File: config.mk
export PLATFORM = sky130hd
export DESIGN_NAME = bd_queue
export DESIGN_NICKNAME = d
export VERILOG_FILES = /design/src/design/bd_pkg.sv /design/src/design/bd_queue.sv
export SDC_FILE = /design/constraint.sdc
export NUM_CORES = 1
export LEC_CHECK = 0
export BUFFER_PORTS_ARGS = -buffer_cell sky130_fd_sc_hd__clkbuf_2
export CORE_MARGIN = 5
export CORE_UTILIZATION = 52
export CTS_CLUSTER_DIAMETER = 30
export DETAILED_ROUTE_END_ITERATION = 16
export PLACE_DENSITY = 0.79
export SLEW_MARGIN = 5
export SYNTH_ARGS = -nofsm -noshare
export SYNTH_HDL_FRONTEND = slang
export SYNTH_SLANG_ARGS = --single-unit
File: constraint.sdc
create_clock -name clk -period 5 [get_ports clk]
set_input_delay 0.5 -clock clk [delete_from_list [all_inputs] [get_ports clk]]
set_output_delay 0.5 -clock clk [all_outputs]
set_load 0.005 [all_outputs]
File: src/design/bd_pkg.sv
`default_nettype none
// ----------------------------------------------------------------------------
// bd_pkg: shared types and constants of the bus decoder
// opcodes, region targets, the front-to-back command and the map constants
// ----------------------------------------------------------------------------
package bd_pkg;

	// offset width that covers regions of up to 2^27 bytes
	localparam int unsigned OFS_W = 27;
	localparam int unsigned SZ_W = OFS_W + 1;

	localparam int unsigned Q_DEPTH = 2;

	localparam int unsigned DEF_ROM_BYTES = 8388608;
	localparam int unsigned DEF_RAM_BYTES = 8388608;
	localparam int unsigned DEF_IO_BYTES = 131072;
	localparam logic [31:0] DEF_ROM_BASE_ADDR = 32'hAFC0_0000;
	localparam logic [31:0] DEF_ROM_ALIAS_ADDR = 32'h0FC0_0000;

	localparam logic [31:0] RAM_BASE0 = 32'h8000_0000;
	localparam logic [31:0] RAM_BASE1 = 32'hA000_0000;
	localparam logic [31:0] RAM_BASE2 = 32'h0000_0000;
	localparam logic [31:0] IO_BASE0 = 32'hB800_0000;
	localparam logic [31:0] IO_BASE1 = 32'h9800_0000;
	localparam logic [31:0] IO_BASE2 = 32'h1800_0000;

	localparam int unsigned UART_TX_OFS = 32'h18300;
	localparam int unsigned UART_LSR_OFS = 32'h18305;
	localparam logic [7:0] UART_LSR_READY = 8'h20;

	typedef enum logic [2:0] {
		OP_RD8  = 3'd0,
		OP_RD16 = 3'd1,
		OP_RD32 = 3'd2,
		OP_WR8  = 3'd3,
		OP_WR16 = 3'd4,
		OP_WR32 = 3'd5
	} op_t;

	typedef enum logic [1:0] {
		TGT_NONE,
		TGT_ROM,
		TGT_RAM,
		TGT_IO
	} tgt_t;

	typedef enum logic [1:0] {
		BK_CLEAR,
		BK_IDLE,
		BK_DATA,
		BK_STATUS
	} bk_state_t;

	typedef struct packed {
		tgt_t             tgt;
		logic             wr;
		logic [1:0]       sz;
		logic [OFS_W-1:0] ofs;
		logic [31:0]      wdata;
		logic             unm;
		logic             tx;
		logic [7:0]       txb;
		logic             lsr_rd;
	} bd_cmd_t;

endpackage
`default_nettype wire

File: src/design/bd_queue.sv
`default_nettype none
// ----------------------------------------------------------------------------
// bd_queue: command queue between decode and execution
// small register fifo of decoded commands
// ----------------------------------------------------------------------------
module bd_queue (
	input  logic            clk,
	input  logic            arst_n,
	input  logic            push,
	input  bd_pkg::bd_cmd_t push_cmd,
	input  logic            pop,
	output logic            full,
	output logic            has_cmd,
	output bd_pkg::bd_cmd_t head
);

	localparam int unsigned DEPTH = bd_pkg::Q_DEPTH;
	localparam int unsigned PW = $clog2(DEPTH);
	localparam int unsigned CW = $clog2(DEPTH + 1);

	bd_pkg::bd_cmd_t slot_q [DEPTH];
	logic [PW-1:0]   wr_ptr_q;
	logic [PW-1:0]   rd_ptr_q;
	logic [CW-1:0]   count_q;

	assign full = (count_q == CW'(DEPTH));
	assign has_cmd = (count_q != '0);
	assign head = slot_q[rd_ptr_q];

	always_ff @(posedge clk or negedge arst_n) begin
		if (!arst_n) begin
			wr_ptr_q <= '0;
			rd_ptr_q <= '0;
			count_q <= '0;
		end else begin
			if (push) begin
				wr_ptr_q <= (wr_ptr_q == PW'(DEPTH - 1)) ? '0 : wr_ptr_q + 1'b1;
			end
			if (pop) begin
				rd_ptr_q <= (rd_ptr_q == PW'(DEPTH - 1)) ? '0 : rd_ptr_q + 1'b1;
			end
			if (push && !pop) begin
				count_q <= count_q + 1'b1;
			end else if (pop && !push) begin
				count_q <= count_q - 1'b1;
			end
		end
	end

	always_ff @(posedge clk) begin
		if (push) begin
			slot_q[wr_ptr_q] <= push_cmd;
		end
	end

`ifndef NO_ASSERTIONS
	assert property (@(posedge clk) disable iff (!arst_n) push |-> !full)
		else $error("push into full command queue");
	assert property (@(posedge clk) disable iff (!arst_n) pop |-> has_cmd)
		else $error("pop from empty command queue");
`endif

endmodule
`default_nettype wire

After elaboration in Yosys (flattened, before gate mapping)

Memory sizes are Yosys's and may differ from the RTL's.
Cells that the tools add are included.
W data, S select, Z words.

Eq/ne operators: 1
Muxes and demuxes: 6
$add $sub $neg: 4
Reductions and logical operators: 6

Operators by type and width:

| kind                  | number |
|---|---|
| $mux W1               | 4 |
| $mux W2               | 2 |
| $reduce_bool A2 Y1    | 2 |
| $add A1 B1 Y1 const B | 2 |
| $add A2 B1 Y2 const B | 1 |
| $eq A2 B2 Y1 const B  | 1 |
| $logic_and A1 B1 Y1   | 2 |
| $logic_not A1 Y1      | 2 |
| $sub A2 B1 Y2 const B | 1 |

Word-level logic and storage cells: 21
Register bits after elaboration: 4
Memories: 1
Output and inout port bits: 77
Bits in writable memories: 150
Input port bits: 79

Memory list:

| name   | words | width | rd ports | clocked after memory_dff | wr ports | RTL line       | RTL |
|---|---|---|---|---|---|---|---|
| slot_q | 2     | 75    | 1        | 0                        | 1        | bd_queue.sv:21 | `bd_pkg::bd_cmd_t slot_q [DEPTH];` |

Depth between registers and ports, before layout

Word-level depth: 4
Depth in mapped cells: 5
Gate-level depth less buffers: 5

Worst setup path after synthesis

OpenSTA, ideal clock, no wires.

Path type: input -> register
From: input push
To: memory slot_q[0][0] in the netlist's numbering, enable pin
Data required time: 4.482 ns
Library setup time: 0.518 ns
Setup slack: 0.698 ns
Arrival time: 3.784 ns
Buffers on the path: 0
Stages: 1
Cells stage by stage: nor2b_1

Cells in the longest elaborated chain, start to end: 2

RTL lines:

| what                          | RTL line       | RTL |
|---|---|---|
| start, declared               | bd_queue.sv:9  | `input logic push,` |
| $mux W1                       | bd_queue.sv:51 | `if (push) begin` |
| $mux W1 (implied by the code) | bd_queue.sv:52 | `slot_q[wr_ptr_q] <= push_cmd;` |
| end, declared                 | bd_queue.sv:21 |  |

No other way between the ends.

==> flow_summary.ini <==
[floorplan]
initial_utilization_pct = 53.09
io_pins = 156
rows = 38
die_y_um = 115.2
die_area_um2 = 13270
core_um2 = 10840
die_w_um = 115.2

[cells_and_area]
post-route-util_pct = 66.52
area_growth_pct = 25.28
nNetsFinal = 499
finalInstanceArea_um2 = 7211
antenna_cells = 0
drive_above_1_share_pct = 61.81

[global_routing]
grt_pass1_wl_mm = 15.14
grt_pass1_vias = 3013
grt-ovfl-total = 0
antenna_found_initial = 0
grt.total_usage_pct = 15.35
grt_max_degree = 76

[yosys]
synth_warnings = 0
syn_area_um2 = 5756
synth_edf_count = 150
synth_area_leaders = edfxtp_1 (78%), mux2_4 (10%), mux2_2 (6.8%), dfrtp_1 (1.7%), buf_6 (0.78%)
syn-num-nets = 329
synthFlopType = edfxtp_1
synth_seq_cells = 154
yosysMostFrequentCell = edfxtp_1
yosysSeqAreaShare_pct = 80.00
synth_top_area_share_pct = 78.26
yosys-top-cells-count = edfxtp_1 (150), mux2_4 (40), mux2_2 (35)
synthArstFlopShare_pct = 2.597
synthCells = 249
ys_types = 15
synth_top_area_cell = edfxtp_1
syn-mean-instance-area_um2 = 23.11

[placed_design]
gp_congestion = 0.6987
placed_cell_area_um2 = 6675
place_hpwl_mm = 6.611
portBuffers = 155

[min_path]
min_path_cells = 1
hp-start = push_cmd[3]
hold_class = input pin to flop

[setup_path]
r2r_cells = 1
cp.required_ns = 4.50
crit_start = rd_ptr_q$_DFFE_PN0P_
crit_type = flop to primary output
r2r_start = wr_ptr_q$_DFFE_PN0P_
crit_fanout = 54
worstPathArrival_ns = 2.48
end_kind = primary output
startpoint_type = flop

[clock_tree]
ctsResizeCount = 0
clockRootBuffer = clkbuf_8
clkLatencyLatePin_ns = 0.51
cts_tree = built
clockBufferDepth = 2
holdBufCountCts = 1
post_cts_buffers = 0
path_clk_slew_ns = 0.06
cts_made_buffers = 17
htree_levels = 4
cts_sinks = 154

[power]
p_leak_nw = 2.888
power.density_nw_per_um2 = 554.1
total_power_mw = 3.995
max-vdd-ir-drop_v = 0.0003277

[routing]
wl_per_cell_um = 17.09
finalWirelength_mm = 9.773
dr_total_vias = 2842
firstDrtPassIters = 4
antenna_left = 0
vias_per_cell = 4.969
drtIter0Drc = 131
drc = 0

[run_status]
run_status = complete, no violations

[sta]
clock_skew_ns = 0.009452
setup_viol = 0
drv_slew = 0
period_share_pct = 59.70
timing.final.crit_period_ns = 2.985
worstMarginPinSlew_ns = 1.013
finalHoldViolCount = 0
whs_ns = 0.1780
rsz0062_at_grt = false
fmax_mhz = 335.0
relSlewSlack_pct = 32.48
setup_tns_ns = 0

[flow_run]
drv_cap = 0
==> kinds of logic after synthesis <==
kind of cell	share of synthesized area [%]
flip-flops	80.00
multiplexers	17.28
buffers and inverters	1.239
XOR/XNOR	0.7608
AND/OR/NAND/NOR	0.5000
adder cells (fa/ha/maj)	0.2174
==> critical path: stages (launching register included) <==
cell and delay (ns):
dfrtp_4 0.95, buf_4 0.52, mux2_4 0.35, clkbuf_2 0.11
==> through the flow <==
step | worst slack [ns] | std cells
2_1_floorplan | 0.6980 | 249
6_report | 2.015 | 572
5_1_grt | 1.874 | 572
3_5_place_dp | 2.507 | 539
3_3_place_gp | 2.533 | 539
4_1_cts | 1.953 | 572
==> state kept, by name (all words and copies together), names as in the netlist <==
register and count:
count_q 2, wr_ptr_q 1, slot_q 150, rd_ptr_q 1
==> cells in the final DEF (no fill, tap or decap), types with 3 or more instances in the layout <==
cell        synthesis  final
mux2_2             35     35
dfrtp_1             4      3
buf_4               1      3
edfxtp_1          150    150
mux2_4             40     40
clkinv_2            0      7
xor2_1              4      4
clkbuf_2            0    155
clkinvlp_4          0      4
clkbuf_16           0     16
==> metal layers <==
| metal | vias to the layer above | global-route usage [%] | part of all wire [%] |
|---|---|---|---|
| met5 | - | 0 | 0 |
| met4 | 0 | 6.182 | 1.2 |
| met3 | 14 | 6.368 | 9.7 |
| met2 | 129 | 23.77 | 48 |
| met1 | 1363 | 19.34 | 41 |
| li1 | 1336 | - | - |
==> final cells by class <==
type,instances,area [um2]
inverter,1,3.754
multi-input combinational,86,1090
fill,737,3630
clock buffer,18,417.9
timing repair buffer,159,808.3
tap,140,175.2
sequential,154,4608
clock inverter,14,107.6
==> power by group <==
group | switching [mW] | internal, mW | leakage, nW
Clock | 0.465 | 0.650 | 0.253
Combinational | 0.424 | 0.579 | 1.18
Sequential | 0.160 | 1.72 | 1.45
Total | 1.05 | 2.95 | 2.89
==> worst paths after layout <==
| check | end | slack (ns) |
|---|---|---|
| worst min register to register | count_q[1]$_DFFE_PN0P_ | 0.49 |
| worst max-delay path | head[39] | 2.02 |
| min in group asynchronous | wr_ptr_q$_DFFE_PN0P_ | 0.34 |
| worst min-delay path | slot_q[0][3]$_DFFE_PP_ | 0.18 |
| worst max register to register | slot_q[1][6]$_DFFE_PP_ | 3.30 |
| max in group asynchronous | rd_ptr_q$_DFFE_PN0P_ | 4.51 |
Note: power is estimated with default switching activity, not from simulation.
