==> src/design/bd_pkg.sv <==
`default_nettype none
// ----------------------------------------------------------------------------
// bd_pkg: shared types and constants of the bus decoder
// opcodes, region targets, the front-to-back command and the map constants
// ----------------------------------------------------------------------------
package bd_pkg;

	// offset width that covers regions of up to 2^27 bytes
	localparam int unsigned OFS_W = 27;
	localparam int unsigned SZ_W = OFS_W + 1;

	localparam int unsigned Q_DEPTH = 2;

	localparam int unsigned DEF_ROM_BYTES = 8388608;
	localparam int unsigned DEF_RAM_BYTES = 8388608;
	localparam int unsigned DEF_IO_BYTES = 131072;
	localparam logic [31:0] DEF_ROM_BASE_ADDR = 32'hAFC0_0000;
	localparam logic [31:0] DEF_ROM_ALIAS_ADDR = 32'h0FC0_0000;

	localparam logic [31:0] RAM_BASE0 = 32'h8000_0000;
	localparam logic [31:0] RAM_BASE1 = 32'hA000_0000;
	localparam logic [31:0] RAM_BASE2 = 32'h0000_0000;
	localparam logic [31:0] IO_BASE0 = 32'hB800_0000;
	localparam logic [31:0] IO_BASE1 = 32'h9800_0000;
	localparam logic [31:0] IO_BASE2 = 32'h1800_0000;

	localparam int unsigned UART_TX_OFS = 32'h18300;
	localparam int unsigned UART_LSR_OFS = 32'h18305;
	localparam logic [7:0] UART_LSR_READY = 8'h20;

	typedef enum logic [2:0] {
		OP_RD8  = 3'd0,
		OP_RD16 = 3'd1,
		OP_RD32 = 3'd2,
		OP_WR8  = 3'd3,
		OP_WR16 = 3'd4,
		OP_WR32 = 3'd5
	} op_t;

	typedef enum logic [1:0] {
		TGT_NONE,
		TGT_ROM,
		TGT_RAM,
		TGT_IO
	} tgt_t;

	typedef enum logic [1:0] {
		BK_CLEAR,
		BK_IDLE,
		BK_DATA,
		BK_STATUS
	} bk_state_t;

	typedef struct packed {
		tgt_t             tgt;
		logic             wr;
		logic [1:0]       sz;
		logic [OFS_W-1:0] ofs;
		logic [31:0]      wdata;
		logic             unm;
		logic             tx;
		logic [7:0]       txb;
		logic             lsr_rd;
	} bd_cmd_t;

endpackage
`default_nettype wire

==> src/design/bd_req_if.sv <==
`default_nettype none
// ----------------------------------------------------------------------------
// bd_req_if: bus access request channel
// valid/ready handshake carrying opcode, address and write data
// ----------------------------------------------------------------------------
interface bd_req_if;
	logic        valid;
	logic        ready;
	logic [2:0]  opcode;
	logic [31:0] address;
	logic [31:0] write_data;

	modport source (output valid, output opcode, output address, output write_data,
		input ready);
	modport sink (input valid, input opcode, input address, input write_data,
		output ready);
endinterface
`default_nettype wire

==> src/design/bd_front.sv <==
`default_nettype none
// ----------------------------------------------------------------------------
// bd_front: request intake and address decode
// registers the request with per-region range hits, then picks the region by
// priority, checks the access tail and flags uart transmit and status hits
// ----------------------------------------------------------------------------
module bd_front #(
	parameter int unsigned ROM_BYTES = bd_pkg::DEF_ROM_BYTES,
	parameter int unsigned RAM_BYTES = bd_pkg::DEF_RAM_BYTES,
	parameter int unsigned IO_BYTES = bd_pkg::DEF_IO_BYTES,
	parameter logic [31:0] ROM_BASE_ADDR = bd_pkg::DEF_ROM_BASE_ADDR,
	parameter logic [31:0] ROM_ALIAS_ADDR = bd_pkg::DEF_ROM_ALIAS_ADDR
) (
	input  logic            clk,
	input  logic            arst_n,
	bd_req_if.sink          req,
	input  logic            q_full,
	input  logic            clearing,
	output logic            push,
	output bd_pkg::bd_cmd_t cmd
);

	localparam int unsigned NREG = 8;
	localparam int unsigned OW = bd_pkg::OFS_W;
	localparam int unsigned SW = bd_pkg::SZ_W;

	localparam logic [32:0] BASE [NREG] = '{
		{1'b0, ROM_BASE_ADDR}, {1'b0, ROM_ALIAS_ADDR},
		{1'b0, bd_pkg::RAM_BASE0}, {1'b0, bd_pkg::RAM_BASE1}, {1'b0, bd_pkg::RAM_BASE2},
		{1'b0, bd_pkg::IO_BASE0}, {1'b0, bd_pkg::IO_BASE1}, {1'b0, bd_pkg::IO_BASE2}
	};
	localparam logic [SW-1:0] SIZE [NREG] = '{
		SW'(ROM_BYTES), SW'(ROM_BYTES),
		SW'(RAM_BYTES), SW'(RAM_BYTES), SW'(RAM_BYTES),
		SW'(IO_BYTES), SW'(IO_BYTES), SW'(IO_BYTES)
	};
	localparam bd_pkg::tgt_t REG_TGT [NREG] = '{
		bd_pkg::TGT_ROM, bd_pkg::TGT_ROM,
		bd_pkg::TGT_RAM, bd_pkg::TGT_RAM, bd_pkg::TGT_RAM,
		bd_pkg::TGT_IO, bd_pkg::TGT_IO, bd_pkg::TGT_IO
	};
	localparam logic [SW-1:0] TX_OFS = SW'(bd_pkg::UART_TX_OFS);
	localparam logic [OW-1:0] LSR_OFS = OW'(bd_pkg::UART_LSR_OFS);
	localparam logic [1:0] TX_LO = TX_OFS[1:0];

	logic            valid_s1;
	logic [2:0]      op_s1;
	logic [31:0]     wdata_s1;
	logic [NREG-1:0] hit_s1;
	logic [OW-1:0]   d_s1 [NREG];

	logic [32:0]     diff [NREG];
	logic [NREG-1:0] hit;

	logic            found;
	logic [OW-1:0]   sel_ofs;
	logic [SW-1:0]   sel_size;
	bd_pkg::tgt_t    sel_tgt;
	logic            legal;
	logic            wr;
	logic [1:0]      sz;
	logic [2:0]      nbytes;
	logic [SW-1:0]   end_ofs;
	logic            mapped;
	logic            is_io;
	logic [1:0]      tx_rel;
	logic [31:0]     tx_sh;

	assign req.ready = !clearing && (!valid_s1 || !q_full);
	assign push = valid_s1 && !q_full;

	for (genvar r = 0; r < NREG; r++) begin : g_rng
		assign diff[r] = {1'b0, req.address} - BASE[r];
		assign hit[r] = !diff[r][32] && (diff[r] < {{(33 - SW){1'b0}}, SIZE[r]});
	end

	always_ff @(posedge clk or negedge arst_n) begin
		if (!arst_n) begin
			valid_s1 <= 1'b0;
		end else if (req.ready) begin
			valid_s1 <= req.valid;
		end
	end

	always_ff @(posedge clk) begin
		if (req.valid && req.ready) begin
			op_s1 <= req.opcode;
			wdata_s1 <= req.write_data;
			hit_s1 <= hit;
			for (int r = 0; r < NREG; r++) begin
				d_s1[r] <= diff[r][OW-1:0];
			end
		end
	end

	always_comb begin
		found = 1'b0;
		sel_ofs = '0;
		sel_size = '0;
		sel_tgt = bd_pkg::TGT_NONE;
		for (int r = 0; r < NREG; r++) begin
			if (!found && hit_s1[r]) begin
				found = 1'b1;
				sel_ofs = d_s1[r];
				sel_size = SIZE[r];
				sel_tgt = REG_TGT[r];
			end
		end
	end

	always_comb begin
		legal = 1'b1;
		wr = 1'b0;
		sz = 2'd0;
		case (bd_pkg::op_t'(op_s1))
			bd_pkg::OP_RD8: begin
				sz = 2'd0;
			end
			bd_pkg::OP_RD16: begin
				sz = 2'd1;
			end
			bd_pkg::OP_RD32: begin
				sz = 2'd2;
			end
			bd_pkg::OP_WR8: begin
				wr = 1'b1;
				sz = 2'd0;
			end
			bd_pkg::OP_WR16: begin
				wr = 1'b1;
				sz = 2'd1;
			end
			bd_pkg::OP_WR32: begin
				wr = 1'b1;
				sz = 2'd2;
			end
			default: begin
				legal = 1'b0;
			end
		endcase
	end

	assign nbytes = 3'b001 << sz;
	assign end_ofs = SW'(sel_ofs) + SW'(nbytes);
	assign mapped = found && (end_ofs <= sel_size);
	assign is_io = legal && mapped && (sel_tgt == bd_pkg::TGT_IO);
	assign tx_rel = TX_LO - sel_ofs[1:0];
	assign tx_sh = wdata_s1 >> {tx_rel, 3'b000};

	always_comb begin
		cmd.tgt = (legal && mapped) ? sel_tgt : bd_pkg::TGT_NONE;
		cmd.wr = wr;
		cmd.sz = sz;
		cmd.ofs = sel_ofs;
		cmd.wdata = wdata_s1;
		cmd.unm = legal && !mapped;
		cmd.tx = is_io && wr && (SW'(sel_ofs) <= TX_OFS) && (TX_OFS < end_ofs);
		cmd.txb = cmd.tx ? tx_sh[7:0] : 8'd0;
		cmd.lsr_rd = is_io && !wr && (sz == 2'd0) && (sel_ofs == LSR_OFS);
	end

endmodule
`default_nettype wire

==> src/flat_wrapper.sv <==
// flat-port wrapper written by rule: the top's interface ports become plain ports
module bd_front_flat 
#(
	parameter int unsigned ROM_BYTES = bd_pkg::DEF_ROM_BYTES,
	parameter int unsigned RAM_BYTES = bd_pkg::DEF_RAM_BYTES,
	parameter int unsigned IO_BYTES = bd_pkg::DEF_IO_BYTES,
	parameter logic [31:0] ROM_BASE_ADDR = bd_pkg::DEF_ROM_BASE_ADDR,
	parameter logic [31:0] ROM_ALIAS_ADDR = bd_pkg::DEF_ROM_ALIAS_ADDR
)
  (clk, arst_n, q_full, clearing, push, cmd, req_valid, req_opcode, req_address, req_write_data, req_ready);
  bd_req_if req_i ();
  input  logic clk;
  input  logic arst_n;
  input  logic q_full;
  input  logic clearing;
  output logic push;
  output bd_pkg::bd_cmd_t cmd;
  input wire logic [$bits(req_i.valid)-1:0] req_valid;
  input wire logic [$bits(req_i.opcode)-1:0] req_opcode;
  input wire logic [$bits(req_i.address)-1:0] req_address;
  input wire logic [$bits(req_i.write_data)-1:0] req_write_data;
  output wire logic [$bits(req_i.ready)-1:0] req_ready;
  assign req_i.valid = req_valid;
  assign req_i.opcode = req_opcode;
  assign req_i.address = req_address;
  assign req_i.write_data = req_write_data;
  assign req_ready = req_i.ready;
  bd_front #(.ROM_BYTES(ROM_BYTES), .RAM_BYTES(RAM_BYTES), .IO_BYTES(IO_BYTES), .ROM_BASE_ADDR(ROM_BASE_ADDR), .ROM_ALIAS_ADDR(ROM_ALIAS_ADDR)) u_core (.clk(clk), .arst_n(arst_n), .req(req_i), .q_full(q_full), .clearing(clearing), .push(push), .cmd(cmd));
endmodule
==> config.mk <==
export PLATFORM = sky130hd
export DESIGN_NAME = bd_front_flat
export DESIGN_NICKNAME = d
export VERILOG_FILES = /design/src/design/bd_pkg.sv /design/src/design/bd_req_if.sv /design/src/design/bd_front.sv /design/src/flat_wrapper.sv
export SDC_FILE = /design/constraint.sdc
export NUM_CORES = 1
export LEC_CHECK = 0
export BUFFER_PORTS_ARGS = -buffer_cell sky130_fd_sc_hd__buf_2
export CORE_AREA = 3 3 95 97
export DETAILED_ROUTE_END_ITERATION = 8
export DIE_AREA = 0 0 98 100
export PLACE_DENSITY = 0.81
export SLEW_MARGIN = 20
export SYNTH_ARGS = -nofsm -noshare
export SYNTH_HDL_FRONTEND = slang
export SYNTH_SLANG_ARGS = --single-unit
==> constraint.sdc <==
create_clock -name clk -period 12.6 [get_ports clk]
set_input_delay 1.89 -clock clk [delete_from_list [all_inputs] [get_ports clk]]
set_output_delay 1.89 -clock clk [all_outputs]
set_load 0.02 [all_outputs]
# ---- Word level (Yosys, flattened, before mapping)
# Memories as Yosys holds them, arrays and structs flattened.
# Index checks and enable logic that the tools add are counted.
dict set report word_totals {
  register_bits 44
  mem_bits_rw 216
  in_bits 72
  output_inout_bits 77
  word_cells 126
  n_memories 1
}
dict set report classes {
  add_sub_neg 9
  order_cmp 11
  eq_ne 7
  n_shift 2
  muxes 39
  n_reduce_logical 53
}
# memory words width read_ports rd_clocked_by_memory_dff wr line
set memory_table {}
lappend memory_table {u_core.d_s1 8 27 8 0 8 bd_front.sv:50} ;# logic [OW-1:0] d_s1 [NREG];
# cell count
set ops {}
lappend ops {{$mux 27} 8}
lappend ops {{$mux 24} 8}
lappend ops {{$sub 32x32->33 const B} 5}
lappend ops {{$lt 33x24->1 const B} 4}
lappend ops {{$lt 33x18->1 const B} 3}
lappend ops {{$sub 32x28->33 const B} 1}
lappend ops {{$sub 32x29->33 const B} 1}
lappend ops {{$lt 32x24->1 const B} 1}
lappend ops {{$shr 32x5->8} 1}
lappend ops {{$add 27x3->28} 1}
lappend ops {{$le 28x24->1} 1}
lappend ops {{$lt 17x28->1 const A} 1}
lappend ops {{$eq 27x17->1 const B} 1}
lappend ops {{$le 27x17->1 const B} 1}
lappend ops {{$logic_and 1x1->1} 27}
lappend ops {{$logic_not 1->1} 19}
lappend ops {{$mux 1} 14}
lappend ops {{$mux 2} 7}
lappend ops {{$mux 8} 1}
lappend ops {{$eq 3x2->1 const B} 2}
lappend ops {{$eq 3x3->1 const B} 2}
lappend ops {{$reduce_or 6->1} 1}
lappend ops {{$pmux 2 s2} 1}
lappend ops {{$reduce_or 2->1} 2}
lappend ops {{8 further kinds} 8}

# ---- Depth between registers and ports, before layout
dict set report depth {
  ltp_word 31
  ltp_mapped 20
  depth_no_buf 18
}

# ---- Least setup slack after synthesis
# No wires, ideal clock.
dict set report synth_path {
  kind {reg-to-output}
  start {register u_core.hit_s1[2]}
  end {output port cmd[0] in the netlist's numbering}
  t_arrival_ps 4800
  t_required_ps 10710
  setup_slack_ps 5910
  path_stages_with_launch 19
  path_buffers 2
  cell_sequence {edfxtp_1 -> nor3_1 -> nand3_1 -> clkbuf_1 -> clkbuf_1 -> nand2_1 -> inv_1 -> ha_1 -> nand2_1 -> nor3_1 -> mux2i_2 -> a211oi_1 -> nand2_1 -> xnor2_1 -> ha_1 -> o211ai_1 -> or4b_1 -> o31a_1 -> a2111oi_2}
}
# element line
set synth_lines {}
lappend synth_lines {{start: declaration} bd_front.sv:49} ;# logic [NREG-1:0] hit_s1;
lappend synth_lines {{start signal: assignment} bd_front.sv:89} ;# hit_s1 <= hit;
lappend synth_lines {{end: declaration} flat_wrapper.sv:17} ;# output bd_pkg::bd_cmd_t cmd;

==> results by group <==
Run status
  – Outcome: finished clean

Layout
  – Area growth syn-to-layout: 22.5%
  – Most frequent cells in the layout: 148 x buf_2, 75 x edfxtp_1, 41 x nand2_1
  – Utilization after layout: 0.666
  – Final nets: 631
  – Share of cells above drive strength 1: 0.351
  – N_diodes: 0
  – Commonest non-fill, non-tap cell in the layout: buf_2

Setup path
  – Worst Path Arrival: 5.86 ns
  – Worst R2R Setup Slack: 10.65 ns
  – CP startpoint kind: register
  – Critical path class: register to output port
  – CP Capture Type: output port
  – WP data required: 10.71 ns
  – Crit path max fanout: 26

Logic synthesis
  – Synth Instances: 401
  – Synth warn: 0
  – Area contributors post-synth: edfxtp_1 50%, mux4_2 4.0%, and2_1 3.8%
  – Post-synth top flop: edfxtp_1
  – Syn nets: 484
  – Top cell type's share of synthesized area: 0.504
  – Largest area contributor in the netlist: edfxtp_1
  – Synth Area per Inst: 11.1 um2
  – Cell Area, Synth: 4470 um2
  – Post-synthesis sequential element count: 76
  – Unique cell type count in the Yosys netlist: 72
  – Number of synthesized flops with an enable pin: 75
  – FFs w/ async S/R, synth: 0.0132
  – Register area share after synthesis: 0.510

Placed design
  – Port Buf Inserts: 148
  – Routability Congestion: 0.950
  – DP Worst Slack: 5.25 ns
  – DPL Wire Length: 9270 um

Global route
  – Remaining Overflow, GRT: 0
  – Gr usage total: 0.243
  – Initial antenna violation count: 0
  – Vias in the first global route: 3823
  – First-pass GRT wire length: 18800 um
  – Largest net degree at the start of global routing: 76

Floorplan
  – Starting Density: 0.544
  – FP Rows: 33
  – Die H: 100 um
  – Core ar.: 8220 um2
  – Boundary Pins: 149
  – Die X: 98 um
  – Die area: 9800 um2

Clocking
  – Post-CTS setup buffer count: 0
  – Inserted Clock Buffers: 9
  – Clock root buffer: clkbuf_8
  – Cts repair resizes: 0
  – CTS Hold Bufs: 0
  – Clk buf depth: 2
  – H-tree levels: 3
  – Clk slew on worst S/H paths: 0.08 ns
  – CTS tree: yes
  – Sinks on Clock Net: 76
  – Skew-Pair Late Insertion Delay: 0.34 ns

Flow run
  – Maxcap violations: 0

Routing
  – Drt pass-1 iters: 5
  – DR vias: 3910
  – Vias per std cell: 5.94
  – DRC viols: 0
  – Initial DRC count: 302
  – WL/cell: 18.0 um
  – Post-DRT Antenna Nets: 0
  – DRT Wirelength: 11800 um

Timing
  – RSZ-0062 raised after global routing: false
  – Worst slew pin tran: 0.899 ns
  – Final worst slack: 4.85 ns
  – Setup TNS Final: 0 ns
  – Slew HR: 0.401
  – Final setup violation count: 0
  – Fmax: 129 MHz
  – Hold WS: 0.571 ns
  – Period utilization: 0.615
  – Final-report hold violation count: 0
  – Worst Skew: 0.0101 ns
  – Slew Limit Fails: 0
  – Period minus WS final: 7.75 ns

Pwr
  – Total power: 562 uW
  – Leak: 0.00219 uW
  – VDD IR max: 0.0842 mV
  – PD cells: 103 nW/um2

Min path
  – HP Class: register to register
[sequential cells by signal (all words and copies together) (netlist names)]
name,flops
u_core.d_s1,32
u_core.hit_s1,8
u_core.op_s1,3
u_core.valid_s1,1
u_core.wdata_s1,32
[metrics by stage]
step / instance area [um2] / std cells
after CTS: 5470 / 658
final: 5470 / 658
after global routing: 5470 / 658
after detailed placement: 5290 / 642
after floorplan: 4470 / 401
after global placement: 5290 / 642
[cell type report]
cell class / instances / area (um2)
inverters: 15 / 56.3
flip-flops and latches: 76 / 2280
repair buffers: 150 / 756
clock inverters: 7 / 57.6
well taps: 105 / 131
multi-input cells: 296 / 2070
fillers: 624 / 2750
clock buffers: 9 / 124
[synthesized netlist by cell type (3+ instances only)]
master / instances
a211oi_1: 3
a21o_1: 4
a21oi_1: 15
a31oi_1: 6
and2_1: 27
and3_1: 8
clkbuf_1: 9
edfxtp_1: 75
ha_1: 10
inv_1: 15
mux2i_1: 3
mux4_2: 8
nand2_1: 41
nand2b_1: 3
nand3_1: 11
nand3b_1: 5
nand4_1: 6
nor2_1: 26
nor3_1: 15
nor3b_1: 3
nor4_1: 6
nor4b_1: 3
o211ai_1: 3
o21ai_0: 12
o21ai_1: 3
o32ai_1: 3
or2_2: 4
or3_1: 4
or4_1: 3
xnor2_1: 8
xor2_1: 6
[routing by layer]
metal  global-route usage  wire (um)
met5                    0          0
met3               0.0834       1360
met2                0.393       5760
met4               0.0980        197
met1                0.300       4500
[critical path, stage by stage, from the launching register on]
cell	delay, ns
edfxtp_1	0.40
nor2_2	0.35
nand3_1	0.67
nand2_1	0.37
inv_1	0.13
ha_1	0.32
nand2_1	0.13
nor3_1	0.21
mux2i_2	0.16
a211oi_1	0.56
nand2_1	0.18
xnor2_1	0.17
ha_1	0.34
o211ai_1	0.09
or4b_1	0.50
o31a_1	0.37
a2111oi_2	0.35
buf_2	0.22
[report_power, final]
part / switching [uW] / internal (uW)
combinational: 55.5 / 36.7
sequential: 9.77 / 293
clock: 93.6 / 73.7
[logic make-up (layout without fill, tap and decap cells)]
logic type      count (synthesis)  in the layout  share of synthesized area
simple gates                  179            179                      0.220
fa+ha+maj                      11             11                     0.0325
flops                          76             76                      0.510
buf+inv                        29            181                     0.0272
xor+xnor                       14             14                     0.0275
mux                            14             14                     0.0552
compound gates                 78             78                      0.127
[path summary, 6_finish.rpt]
check,from,end,cells past startpoint
max,u_core.hit_s1[0],cmd[0],17
min,u_core.valid_s1,u_core.valid_s1,1
max reg2reg,u_core.valid_s1,u_core.d_s1[0][88],3
min reg2reg,u_core.valid_s1,u_core.valid_s1,1
max in group asynchronous,arst_n,u_core.valid_s1,1
min in group asynchronous,arst_n,u_core.valid_s1,1
Power figures use the tool's default switching activity.
